## src/rtl/rrqs_pkg.sv

```systemverilog
// Shared types and constants for the round-robin quantum scheduler.
// Used by the controller, the datapath and the top level; no dependencies.
package rrqs_pkg;

  localparam int unsigned PID_W     = 4;
  localparam int unsigned BURST_W   = 16;
  localparam int unsigned OUT_T_W   = 16;
  localparam int unsigned QUANTUM_W = 8;
  localparam int unsigned SLICE_W   = 8;

  localparam logic FUNC_ADMIT = 1'b0;
  localparam logic FUNC_TICK  = 1'b1;

  localparam logic [1:0] ST_TICK       = 2'd0;
  localparam logic [1:0] ST_ACCEPT     = 2'd1;
  localparam logic [1:0] ST_DUPLICATE  = 2'd2;
  localparam logic [1:0] ST_ZERO_BURST = 2'd3;

  localparam logic REG_QUANTUM = 1'b0;

  localparam logic [QUANTUM_W-1:0] QUANTUM_RESET = 8'd4;

  typedef struct packed {
    logic admit;
    logic tick;
    logic fetch_head;
    logic fetch_entry;
    logic load_entry;
    logic execute;
  } cmd_t;

  typedef struct packed {
    logic pop_needed;
  } sts_t;

endpackage

```

## src/rtl/rrqs_ram.sv

```systemverilog
// Generic single-write, single-read RAM with registered read data.
// No dependencies.
module rrqs_ram #(
  parameter int unsigned WIDTH = 8,
  parameter int unsigned DEPTH = 16
) (
  input  logic                     clk_i,
  input  logic                     we_i,
  input  logic [$clog2(DEPTH)-1:0] waddr_i,
  input  logic [WIDTH-1:0]         wdata_i,
  input  logic                     re_i,
  input  logic [$clog2(DEPTH)-1:0] raddr_i,
  output logic [WIDTH-1:0]         rdata_o
);

  logic [WIDTH-1:0] mem_q [DEPTH];
  logic [WIDTH-1:0] rdata_q;

  always_ff @(posedge clk_i) begin
    if (we_i) begin
      mem_q[waddr_i] <= wdata_i;
    end
    if (re_i) begin
      rdata_q <= mem_q[raddr_i];
    end
  end

  assign rdata_o = rdata_q;

endmodule

```

## src/rtl/rrqs_ctrl.sv

```systemverilog
// Sequencer for the scheduler: accepts items and steps a tick through dispatch.
// Depends on rrqs_pkg.
module rrqs_ctrl import rrqs_pkg::*; (
  input  logic clk_i,
  input  logic rst_ni,
  input  logic start_i,
  input  logic func_i,
  input  sts_t sts_i,
  output cmd_t cmd_o,
  output logic busy_o
);

  localparam logic [2:0] S_IDLE  = 3'd0;
  localparam logic [2:0] S_HEAD  = 3'd1;
  localparam logic [2:0] S_ENTRY = 3'd2;
  localparam logic [2:0] S_LOAD  = 3'd3;
  localparam logic [2:0] S_EXEC  = 3'd4;

  logic [2:0] state_q, state_d;
  logic       take;

  assign take = (state_q == S_IDLE) && start_i;

  always_comb begin
    cmd_o.admit       = take && (func_i == FUNC_ADMIT);
    cmd_o.tick        = take && (func_i == FUNC_TICK);
    cmd_o.fetch_head  = (state_q == S_HEAD);
    cmd_o.fetch_entry = (state_q == S_ENTRY);
    cmd_o.load_entry  = (state_q == S_LOAD);
    cmd_o.execute     = (state_q == S_EXEC);
  end

  always_comb begin
    state_d = state_q;
    case (state_q)
      S_IDLE: begin
        if (take && (func_i == FUNC_TICK)) begin
          state_d = sts_i.pop_needed ? S_HEAD : S_EXEC;
        end
      end
      S_HEAD:  state_d = S_ENTRY;
      S_ENTRY: state_d = S_LOAD;
      S_LOAD:  state_d = S_EXEC;
      S_EXEC:  state_d = S_IDLE;
      default: state_d = S_IDLE;
    endcase
  end

  always_ff @(posedge clk_i or negedge rst_ni) begin
    if (!rst_ni) begin
      state_q <= S_IDLE;
    end else begin
      state_q <= state_d;
    end
  end

  assign busy_o = (state_q != S_IDLE);

endmodule

```

## src/rtl/rrqs_datapath.sv

```systemverilog
// Scheduler datapath: ready queue, process table, running context, result beat.
// Depends on rrqs_pkg and rrqs_ram.
module rrqs_datapath import rrqs_pkg::*; #(
  parameter int unsigned MAX_PROCS = 16,
  parameter int unsigned TIME_BITS = 16
) (
  input  logic                 clk_i,
  input  logic                 rst_ni,
  input  cmd_t                 cmd_i,
  input  logic [PID_W-1:0]     pid_i,
  input  logic [BURST_W-1:0]   burst_i,
  input  logic [QUANTUM_W-1:0] quantum_i,
  output sts_t                 sts_o,
  output logic                 res_valid_o,
  output logic [1:0]           admit_status_o,
  output logic                 idle_o,
  output logic [PID_W-1:0]     run_pid_o,
  output logic                 done_res_o,
  output logic [PID_W-1:0]     done_pid_o,
  output logic [OUT_T_W-1:0]   waiting_time_o,
  output logic [OUT_T_W-1:0]   turnaround_time_o,
  output logic [OUT_T_W-1:0]   now_o
);

  localparam int unsigned PW = $clog2(MAX_PROCS);
  localparam int unsigned CW = $clog2(MAX_PROCS + 1);
  localparam int unsigned EW = TIME_BITS + 2 * BURST_W;
  localparam int unsigned WW = (TIME_BITS > BURST_W) ? TIME_BITS : BURST_W;

  // ready queue
  logic [PW-1:0]        head_q, tail_q;
  logic [CW-1:0]        count_q;
  logic                 fifo_we, fifo_full;
  logic [PW-1:0]        fifo_wdata, fifo_rdata;

  // process table
  logic                 tab_we;
  logic [PW-1:0]        tab_waddr;
  logic [EW-1:0]        tab_wdata, tab_rdata;

  // running context
  logic [MAX_PROCS-1:0] admitted_q;
  logic [TIME_BITS-1:0] clock_q, clock_d;
  logic                 run_valid_q;
  logic [PW-1:0]        run_pid_q;
  logic [TIME_BITS-1:0] run_arr_q;
  logic [BURST_W-1:0]   run_burst_q;
  logic [BURST_W-1:0]   run_rem_q, rem_next;
  logic [SLICE_W-1:0]   slice_q;

  logic [QUANTUM_W-1:0] q_eff;
  logic                 preempt, pid_ok, dup, admit_ok, finish;
  logic [PW-1:0]        pid_idx;
  logic [TIME_BITS-1:0] ta;
  logic [WW-1:0]        ta_w, burst_w, wt_w;

  // result beat
  logic                 res_valid_q;
  logic [1:0]           status_q;
  logic                 idle_q, done_q;
  logic [PID_W-1:0]     run_out_q, done_pid_q;
  logic [OUT_T_W-1:0]   wt_q, ta_q, now_q;

  assign q_eff     = (quantum_i == '0) ? QUANTUM_W'(1) : quantum_i;
  assign preempt   = run_valid_q && (slice_q >= q_eff) && (run_rem_q != '0);
  assign fifo_full = (count_q == CW'(MAX_PROCS));
  assign sts_o.pop_needed = (!run_valid_q || preempt) &&
                            ((count_q != '0) || (preempt && !fifo_full));

  assign pid_idx  = PW'(pid_i);
  assign pid_ok   = (32'(pid_i) < MAX_PROCS);
  assign dup      = !pid_ok || admitted_q[pid_idx];
  assign admit_ok = cmd_i.admit && !dup && (burst_i != '0);

  assign fifo_we    = !fifo_full && (admit_ok || (cmd_i.tick && preempt));
  assign fifo_wdata = cmd_i.admit ? pid_idx : run_pid_q;

  assign tab_we    = admit_ok || (cmd_i.tick && preempt);
  assign tab_waddr = cmd_i.admit ? pid_idx : run_pid_q;
  assign tab_wdata = cmd_i.admit ? {clock_q, burst_i, burst_i}
                                 : {run_arr_q, run_burst_q, run_rem_q};

  rrqs_ram #(.WIDTH(PW), .DEPTH(MAX_PROCS)) u_fifo_ram (
    .clk_i   (clk_i),
    .we_i    (fifo_we),
    .waddr_i (tail_q),
    .wdata_i (fifo_wdata),
    .re_i    (cmd_i.fetch_head),
    .raddr_i (head_q),
    .rdata_o (fifo_rdata)
  );

  rrqs_ram #(.WIDTH(EW), .DEPTH(MAX_PROCS)) u_table_ram (
    .clk_i   (clk_i),
    .we_i    (tab_we),
    .waddr_i (tab_waddr),
    .wdata_i (tab_wdata),
    .re_i    (cmd_i.fetch_entry),
    .raddr_i (fifo_rdata),
    .rdata_o (tab_rdata)
  );

  assign clock_d  = (clock_q == '1) ? clock_q : clock_q + TIME_BITS'(1);
  assign rem_next = (run_rem_q != '0) ? run_rem_q - BURST_W'(1) : run_rem_q;
  assign finish   = run_valid_q && (rem_next == '0);
  assign ta       = clock_d - run_arr_q;
  assign ta_w     = WW'(ta);
  assign burst_w  = WW'(run_burst_q);
  assign wt_w     = (ta_w >= burst_w) ? ta_w - burst_w : '0;

  always_ff @(posedge clk_i or negedge rst_ni) begin
    if (!rst_ni) begin
      head_q      <= '0;
      tail_q      <= '0;
      count_q     <= '0;
      admitted_q  <= '0;
      clock_q     <= '0;
      run_valid_q <= 1'b0;
      run_pid_q   <= '0;
      slice_q     <= '0;
      res_valid_q <= 1'b0;
    end else begin
      res_valid_q <= cmd_i.admit || cmd_i.execute;
      if (fifo_we) begin
        tail_q  <= (tail_q == PW'(MAX_PROCS - 1)) ? '0 : tail_q + PW'(1);
        count_q <= count_q + CW'(1);
      end else if (cmd_i.fetch_head) begin
        head_q  <= (head_q == PW'(MAX_PROCS - 1)) ? '0 : head_q + PW'(1);
        count_q <= count_q - CW'(1);
      end
      if (admit_ok) begin
        admitted_q[pid_idx] <= 1'b1;
      end
      if (cmd_i.tick && preempt) begin
        run_valid_q <= 1'b0;
      end
      if (cmd_i.fetch_entry) begin
        run_pid_q <= fifo_rdata;
      end
      if (cmd_i.load_entry) begin
        run_valid_q <= 1'b1;
        slice_q     <= '0;
      end
      if (cmd_i.execute) begin
        clock_q <= clock_d;
        if (run_valid_q) begin
          if (finish) begin
            run_valid_q           <= 1'b0;
            admitted_q[run_pid_q] <= 1'b0;
            slice_q               <= '0;
          end else if (slice_q != '1) begin
            slice_q <= slice_q + SLICE_W'(1);
          end
        end
      end
    end
  end

  always_ff @(posedge clk_i) begin
    if (cmd_i.load_entry) begin
      run_arr_q   <= tab_rdata[EW-1 -: TIME_BITS];
      run_burst_q <= tab_rdata[2*BURST_W-1 -: BURST_W];
      run_rem_q   <= tab_rdata[BURST_W-1:0];
    end else if (cmd_i.execute && run_valid_q) begin
      run_rem_q <= rem_next;
    end
    if (cmd_i.admit) begin
      status_q   <= dup ? ST_DUPLICATE : ((burst_i == '0) ? ST_ZERO_BURST : ST_ACCEPT);
      idle_q     <= 1'b0;
      run_out_q  <= '0;
      done_q     <= 1'b0;
      done_pid_q <= '0;
      wt_q       <= '0;
      ta_q       <= '0;
      now_q      <= OUT_T_W'(clock_q);
    end else if (cmd_i.execute) begin
      status_q   <= ST_TICK;
      idle_q     <= !run_valid_q;
      run_out_q  <= run_valid_q ? PID_W'(run_pid_q) : '0;
      done_q     <= finish;
      done_pid_q <= finish ? PID_W'(run_pid_q) : '0;
      wt_q       <= finish ? OUT_T_W'(wt_w) : '0;
      ta_q       <= finish ? OUT_T_W'(ta) : '0;
      now_q      <= OUT_T_W'(clock_d);
    end
  end

  assign res_valid_o       = res_valid_q;
  assign admit_status_o    = status_q;
  assign idle_o            = idle_q;
  assign run_pid_o         = run_out_q;
  assign done_res_o        = done_q;
  assign done_pid_o        = done_pid_q;
  assign waiting_time_o    = wt_q;
  assign turnaround_time_o = ta_q;
  assign now_o             = now_q;

`ifndef SYNTHESIS
  a_count_bound: assert property (@(posedge clk_i) disable iff (!rst_ni)
    count_q <= CW'(MAX_PROCS))
    else $error("ready queue count beyond capacity");

  a_run_admitted: assert property (@(posedge clk_i) disable iff (!rst_ni)
    run_valid_q |-> admitted_q[run_pid_q])
    else $error("running process not marked admitted");

  a_beat_source: assert property (@(posedge clk_i) disable iff (!rst_ni)
    res_valid_q |-> $past(cmd_i.admit || cmd_i.execute))
    else $error("result beat without admit or execute");

  a_dispatch_loads: assert property (@(posedge clk_i) disable iff (!rst_ni)
    cmd_i.load_entry |=> run_valid_q)
    else $error("dispatch did not start a process");
`endif

endmodule

```

## src/rtl/round_robin_quantum_scheduler_core.sv

```systemverilog
// Top level of the round-robin quantum scheduler: APB quantum register,
// sequencer and datapath. Depends on rrqs_pkg, rrqs_ctrl and rrqs_datapath.
//
// An admit item leaves busy low and its result beat follows on the next cycle.
// A tick goes straight to the execute step when no dispatch is needed; when the
// head of the ready queue is dispatched it first does a queue RAM read, then a
// process-table RAM read, then loading the running context, then the execute
// step. The result beat of a tick appears the cycle after its execute step and
// busy is low in that same cycle. Each result is shown for exactly one cycle
// on res_valid_o and cannot be stalled. Write the quantum only while idle.
module round_robin_quantum_scheduler_core import rrqs_pkg::*; #(
  parameter int unsigned MAX_PROCS = 16,
  parameter int unsigned TIME_BITS = 16
) (
  input  logic                 clk_i,
  input  logic                 rst_ni,
  input  logic                 psel,
  input  logic                 penable,
  input  logic                 pwrite,
  input  logic [2:0]           paddr,
  input  logic [31:0]          pwdata,
  output logic [31:0]          prdata,
  output logic                 pready,
  input  logic                 start,
  input  logic                 func_i,
  input  logic [PID_W-1:0]     pid_i,
  input  logic [BURST_W-1:0]   burst_i,
  output logic                 busy,
  output logic                 res_valid_o,
  output logic [1:0]           admit_status_o,
  output logic                 idle_o,
  output logic [PID_W-1:0]     run_pid_o,
  output logic                 done_res_o,
  output logic [PID_W-1:0]     done_pid_o,
  output logic [OUT_T_W-1:0]   waiting_time_o,
  output logic [OUT_T_W-1:0]   turnaround_time_o,
  output logic [OUT_T_W-1:0]   now_o
);

  logic [QUANTUM_W-1:0] quantum_q;
  logic                 cfg_wr;
  cmd_t                 cmd;
  sts_t                 sts;

  assign pready = 1'b1;
  assign cfg_wr = psel && penable && pwrite && pready && (paddr[2] == REG_QUANTUM);
  assign prdata = (paddr[2] == REG_QUANTUM) ? 32'(quantum_q) : '0;

  always_ff @(posedge clk_i or negedge rst_ni) begin
    if (!rst_ni) begin
      quantum_q <= QUANTUM_RESET;
    end else if (cfg_wr) begin
      quantum_q <= pwdata[QUANTUM_W-1:0];
    end
  end

  rrqs_ctrl u_ctrl (
    .clk_i  (clk_i),
    .rst_ni (rst_ni),
    .start_i(start),
    .func_i (func_i),
    .sts_i  (sts),
    .cmd_o  (cmd),
    .busy_o (busy)
  );

  rrqs_datapath #(.MAX_PROCS(MAX_PROCS), .TIME_BITS(TIME_BITS)) u_datapath (
    .clk_i            (clk_i),
    .rst_ni           (rst_ni),
    .cmd_i            (cmd),
    .pid_i            (pid_i),
    .burst_i          (burst_i),
    .quantum_i        (quantum_q),
    .sts_o            (sts),
    .res_valid_o      (res_valid_o),
    .admit_status_o   (admit_status_o),
    .idle_o           (idle_o),
    .run_pid_o        (run_pid_o),
    .done_res_o       (done_res_o),
    .done_pid_o       (done_pid_o),
    .waiting_time_o   (waiting_time_o),
    .turnaround_time_o(turnaround_time_o),
    .now_o            (now_o)
  );

endmodule

```

## config.mk

```make
export PLATFORM = sky130hd
export DESIGN_NAME = round_robin_quantum_scheduler_core
export DESIGN_NICKNAME = d
export VERILOG_FILES = /design/src/rtl/rrqs_pkg.sv /design/src/rtl/rrqs_ram.sv /design/src/rtl/rrqs_ctrl.sv /design/src/rtl/rrqs_datapath.sv /design/src/rtl/round_robin_quantum_scheduler_core.sv
export SDC_FILE = /design/constraint.sdc
export NUM_CORES = 1
export LEC_CHECK = 0
export ABC_CLOCK_PERIOD_IN_PS = 9830
export BUFFER_PORTS_ARGS = -buffer_cell sky130_fd_sc_hd__buf_2
export CAP_MARGIN = 15
export CORE_UTILIZATION = 50
export CTS_CLUSTER_DIAMETER = 150
export DETAILED_ROUTE_END_ITERATION = 6
export PLACE_DENSITY = 0.71
export SLEW_MARGIN = 5
export SYNTH_ARGS = -nofsm -noshare
export SYNTH_HDL_FRONTEND = slang
export SYNTH_HIERARCHICAL = 1
export SYNTH_SLANG_ARGS = --single-unit
```

## constraint.sdc

```tcl
create_clock -name clk_i -period 9.83 [get_ports clk_i]
set_clock_uncertainty 0.05 [all_clocks]
set_input_delay 0.4915 -clock clk_i [delete_from_list [all_inputs] [get_ports clk_i]]
set_output_delay 0.4915 -clock clk_i [all_outputs]
set_load 0.005 [all_outputs]
```

==> metrics.md <==
| Metric | Value |
|---|---|
| Worst Path Arrival | `about 7 ns` |
| # resized after CTS | `0` |
| RD Place Congestion | `slightly above 0.9` |
| Reg2Reg Launch Point | `u_datapath/clock_q[0]$_DFFE_PN0P_` |
| H-tree levels | `3` |
| Post-synthesis average cell area | `~18 µm²` |
| Largest net degree at the start of global routing | `about 140` |
| Row cnt | `107` |
| Remaining Overflow, GRT | `0` |
| Via count | `roughly 24,000` |
| Final Hold Vio Count | `0` |
| VDD IR max | `about 0.34 mV` |
| Crit end category | `flop` |
| Ys async rst share | `under 10%` |
| I/O Buffers | `105` |
| Synth top cells by count | `950 x edfxtp_1, 199 x mux4_2, 143 x nand2_1` |
| Clk sinks | `about 1,100` |
| Bufs on Longest Clock Path | `3` |
| CTS root buffer | `clkbuf_16` |
| CTS tree | `done` |
| Residual DRC | `5` |
| Post-CTS setup buffers | `0` |
| Util after Layout | `between 50 and 60%` |
| Post-synthesis cell count | `roughly 2,500` |
| Cells on worst reg2reg path | `20` |
| DRT Pass-1 Iters | `7` |
| Worst-margin pin slew | `~1.1 ns` |
| PnR Total Power | `13.5 mW` |
| Setup violators final | `0` |
| PwrDens | `276 nW/µm²` |
| Top post-synthesis cells by area | `edfxtp_1 65%, mux4_2 10%, dfrtp_1 4.0%` |
| Startpoint Class | `flop` |
| Register area | `approximately 31,000 µm²` |
| Critical Path Fanout Max | `16` |
| Worst skew pair latency | `0.65 ns` |
| Crit path required time | `10.37 ns` |
| Initial antenna violation count | `2` |
| YS warnings | `6` |
| Max Freq | `~160 MHz` |
| Die Wd | `297 µm` |
| Die ar. | `roughly 90,000 µm²` |
| CP Cell Sequence | `ha_1 -> nand3_1 -> and4b_1 -> nand3_1 -> and2_1 -> nor2b_1 -> nand2_1 -> xnor2_1 -> ha_1 -> nor3_1 -> o21ai_0 -> a211oi_1 -> nor2_1 -> o41ai_1 -> xnor2_1 -> ha_1 -> nand4_1 -> or2_2 -> a311oi_4 -> a22o_1` |
| Area grow syn2layout | `12.5%` |
| Period minus WS final | `between 6 and 7 ns` |
| Wire per inst | `27.2 µm` |
| Main synth FF type | `edfxtp_1` |
| First-pass GRT wire length | `around 160 mm` |
| CP Class | `flop to flop` |
| Hold depth | `2` |
| GRT Resource Usage Total | `23.9%` |
| Antenna-violating nets left | `0` |
| Crit-path slowest cell | `a311oi_4` |
| Slew Limit Fails | `0` |
| R2R setup slack | `approximately 3.4 ns` |
| Io pins | `approximately 160` |
| Cell mode on critical path | `ha_1` |
| Leakage power | `approximately 17 nW` |
| Number of distinct library cells after synthesis | `98` |
| Max Cap Viol | `0` |
| Vias/cell | `slightly above 6` |
| Final nets | `between 2,000 and 3,000` |
| #FFs+latches synth | `roughly 1,100` |
| Yosys top cell by area | `edfxtp_1` |
| Height of the die | `297 µm` |
| Post-Layout Cell Count | `3,869` |
| Cell with the most instances after synthesis | `edfxtp_1` |
| Initial Util | `between 50 and 60%` |
| Worst R2R End | `u_datapath/waiting_time_o[8]$_SDFFE_PP0P_` |
| Post-CTS Hold Fix Bufs | `3` |
| Period utilization | `between 60 and 70%` |
| Failing checks | `design-rule violations` |
| Run status | `finished with violations` |
| Total CTS buffers | `99` |
| Fill cell count | `~6,300` |
| RSZ-0062 raised after global routing | `false` |
| Sum of negative setup slack | `0 ns` |
| Seq/Total Area, Yosys | `between 70 and 80%` |
| Multi-input gate area | `about 12,000 µm²` |
| Type of the most critical hold path | `input port to flop` |
| Number of global-route vias before repair | `24,196` |
| DP Wirelength | `~58 mm` |
| Total detailed-routing wirelength | `about 110 mm` |
| Worst Hold End | `quantum_q[7]$_DFFE_PN0P_` |
| Top cell type's share of synthesized area | `about 65%` |
| Mapped Area | `43,600 µm²` |
| Hold wc startpoint | `pwdata[7]` |
| Worst path max stage delay | `between 0.7 and 0.8 ns` |
| Initial DRC count | `2,556` |
| Relative slew slack | `24.9%` |
| Layout cells sized above 1 | `about 23%` |
| Post-Place Cells | `3,678` |
| Area of the core | `85,800 µm²` |
| Number of synthesized flops with an enable pin | `950` |
| Clock-pin slew on the worst setup and hold paths | `roughly 0.070 ns` |
how the worst max path moves through the flow:
stage | from | to | slack, ns | depth (start not counted)
2_1_floorplan | u_ctrl/state_q[2]$_DFFE_PN0P_ | u_datapath/u_table_ram/mem_q[0][0]$_DFFE_PP_ | 3.26 | 8
3_3_place_gp | u_datapath/clock_q[0]$_DFFE_PN0P_ | u_datapath/waiting_time_o[13]$_SDFFE_PP0P_ | 3.67 | 22
3_5_place_dp | u_datapath/clock_q[0]$_DFFE_PN0P_ | u_datapath/waiting_time_o[5]$_SDFFE_PP0P_ | 3.54 | 22
4_1_cts | u_datapath/clock_q[0]$_DFFE_PN0P_ | u_datapath/waiting_time_o[8]$_SDFFE_PP0P_ | 3.47 | 22
5_1_grt | u_datapath/clock_q[0]$_DFFE_PN0P_ | u_datapath/waiting_time_o[11]$_SDFFE_PP0P_ | 2.94 | 22
6_report | u_datapath/clock_q[0]$_DFFE_PN0P_ | u_datapath/waiting_time_o[8]$_SDFFE_PP0P_ | 3.41 | 20
cell families after synthesis:
logic type	share of synthesized area [%]
multiplexers	12.1
AND/OR/NAND/NOR	4.99
other	0.0172
adder cells (fa/ha/maj)	1.49
flip-flops	71.4
AO/OA/AOI/OAI	6.12
buffers and inverters	2.55
XOR/XNOR	1.37
report_power, final:
part           switching (mW)  internal, mW
Combinational            2.19          1.33
Sequential              0.292          5.79
Clock                    1.65          2.27
worst max-delay path: cells and delay by family, from the launching register on:
| kind | cells | cell delay, ns |
|---|---|---|
| adders and majority gates | 3 | 0.97 |
| xor gates and xnor gates | 2 | 0.36 |
| DFF | 1 | 0.49 |
| AOI/OAI and AO/OA | 5 | 1.86 |
| and+or+nand+nor | 10 | 2.62 |
sequential cells by signal, summed over array words and instances (netlist names), 2 cells and up:
name                            flops
u_datapath/u_table_ram/mem_q      768
u_datapath/u_fifo_ram/mem_q        64
u_datapath/u_table_ram/rdata_o     48
u_datapath/admitted_q              16
u_datapath/burst_w                 16
u_datapath/clock_q                 16
u_datapath/now_o                   16
u_datapath/run_arr_q               16
u_datapath/run_rem_q               16
u_datapath/turnaround_time_o       16
u_datapath/waiting_time_o          16
quantum_q                           8
u_datapath/slice_q                  8
u_datapath/count_q                  5
u_datapath/done_pid_o               4
u_datapath/head_q                   4
u_datapath/run_pid_o                4
u_datapath/run_pid_q                4
u_datapath/tail_q                   4
u_datapath/u_fifo_ram/rdata_o       4
u_ctrl/state_q                      3
u_datapath/admit_status_o           2
cell type report:
class	count	area share, %
sequential	1062	63.5
multi-input combinational	1207	23.7
clock buffer	118	5.30
tap	1144	2.92
timing repair buffer	181	2.34
clock inverter	68	1.60
inverter	88	0.684
antenna	1	0.00510
layer usage:
metal / part of all wire [%] / global-route usage (%) / wire, µm / vias to the layer above
met1: 40 / 32.9 / 41600 / 12197
met3: 9.4 / 4.14 / 9870 / 181
met4: 2.6 / 7.65 / 2730 / 2
met2: 48 / 39.2 / 50900 / 1242
met5: 0.019 / 0 / 20 / -
li1: - / - / - / 10151
placed cells by master, fill, tap and decap left out, drive strengths merged, types with 7 or more instances in the layout:
cell      synthesis  routed
clkinvlp          0       8
and2              7       7
nor2b            19      19
clkinv            0      45
a22oi           100     100
nor4             14      14
bufinv            0      14
xnor2            50      50
a31oi            22      22
nor3             32      32
xor2             18      18
dfxtp            42      42
conb              2      25
nor2             86      86
o21ai            94      94
nand2b           13      13
edfxtp          950     950
nand3            35      35
nand4            17      17
or3               7       7
inv              88      89
a21o             13      13
a22o             35      35
mux2             31      31
dfrtp            69      69
buf              75     178
a21oi            70      70
ha               47      47
and2b             9       9
nand2           145     145
mux4            213     213
clkbuf           68     118
and3              7       7
through the flow:
stage,hold WS [ns],worst slack [ns],instance area [µm²]
4_1_cts,0.00268,3.47,49000
3_3_place_gp,0.350,3.67,45600
2_1_floorplan,0.146,3.26,43700
6_report,0.0284,3.41,49000
5_1_grt,0.0241,2.94,49000
3_5_place_dp,0.355,3.54,45600
Note: power is estimated with default switching activity, not from simulation.
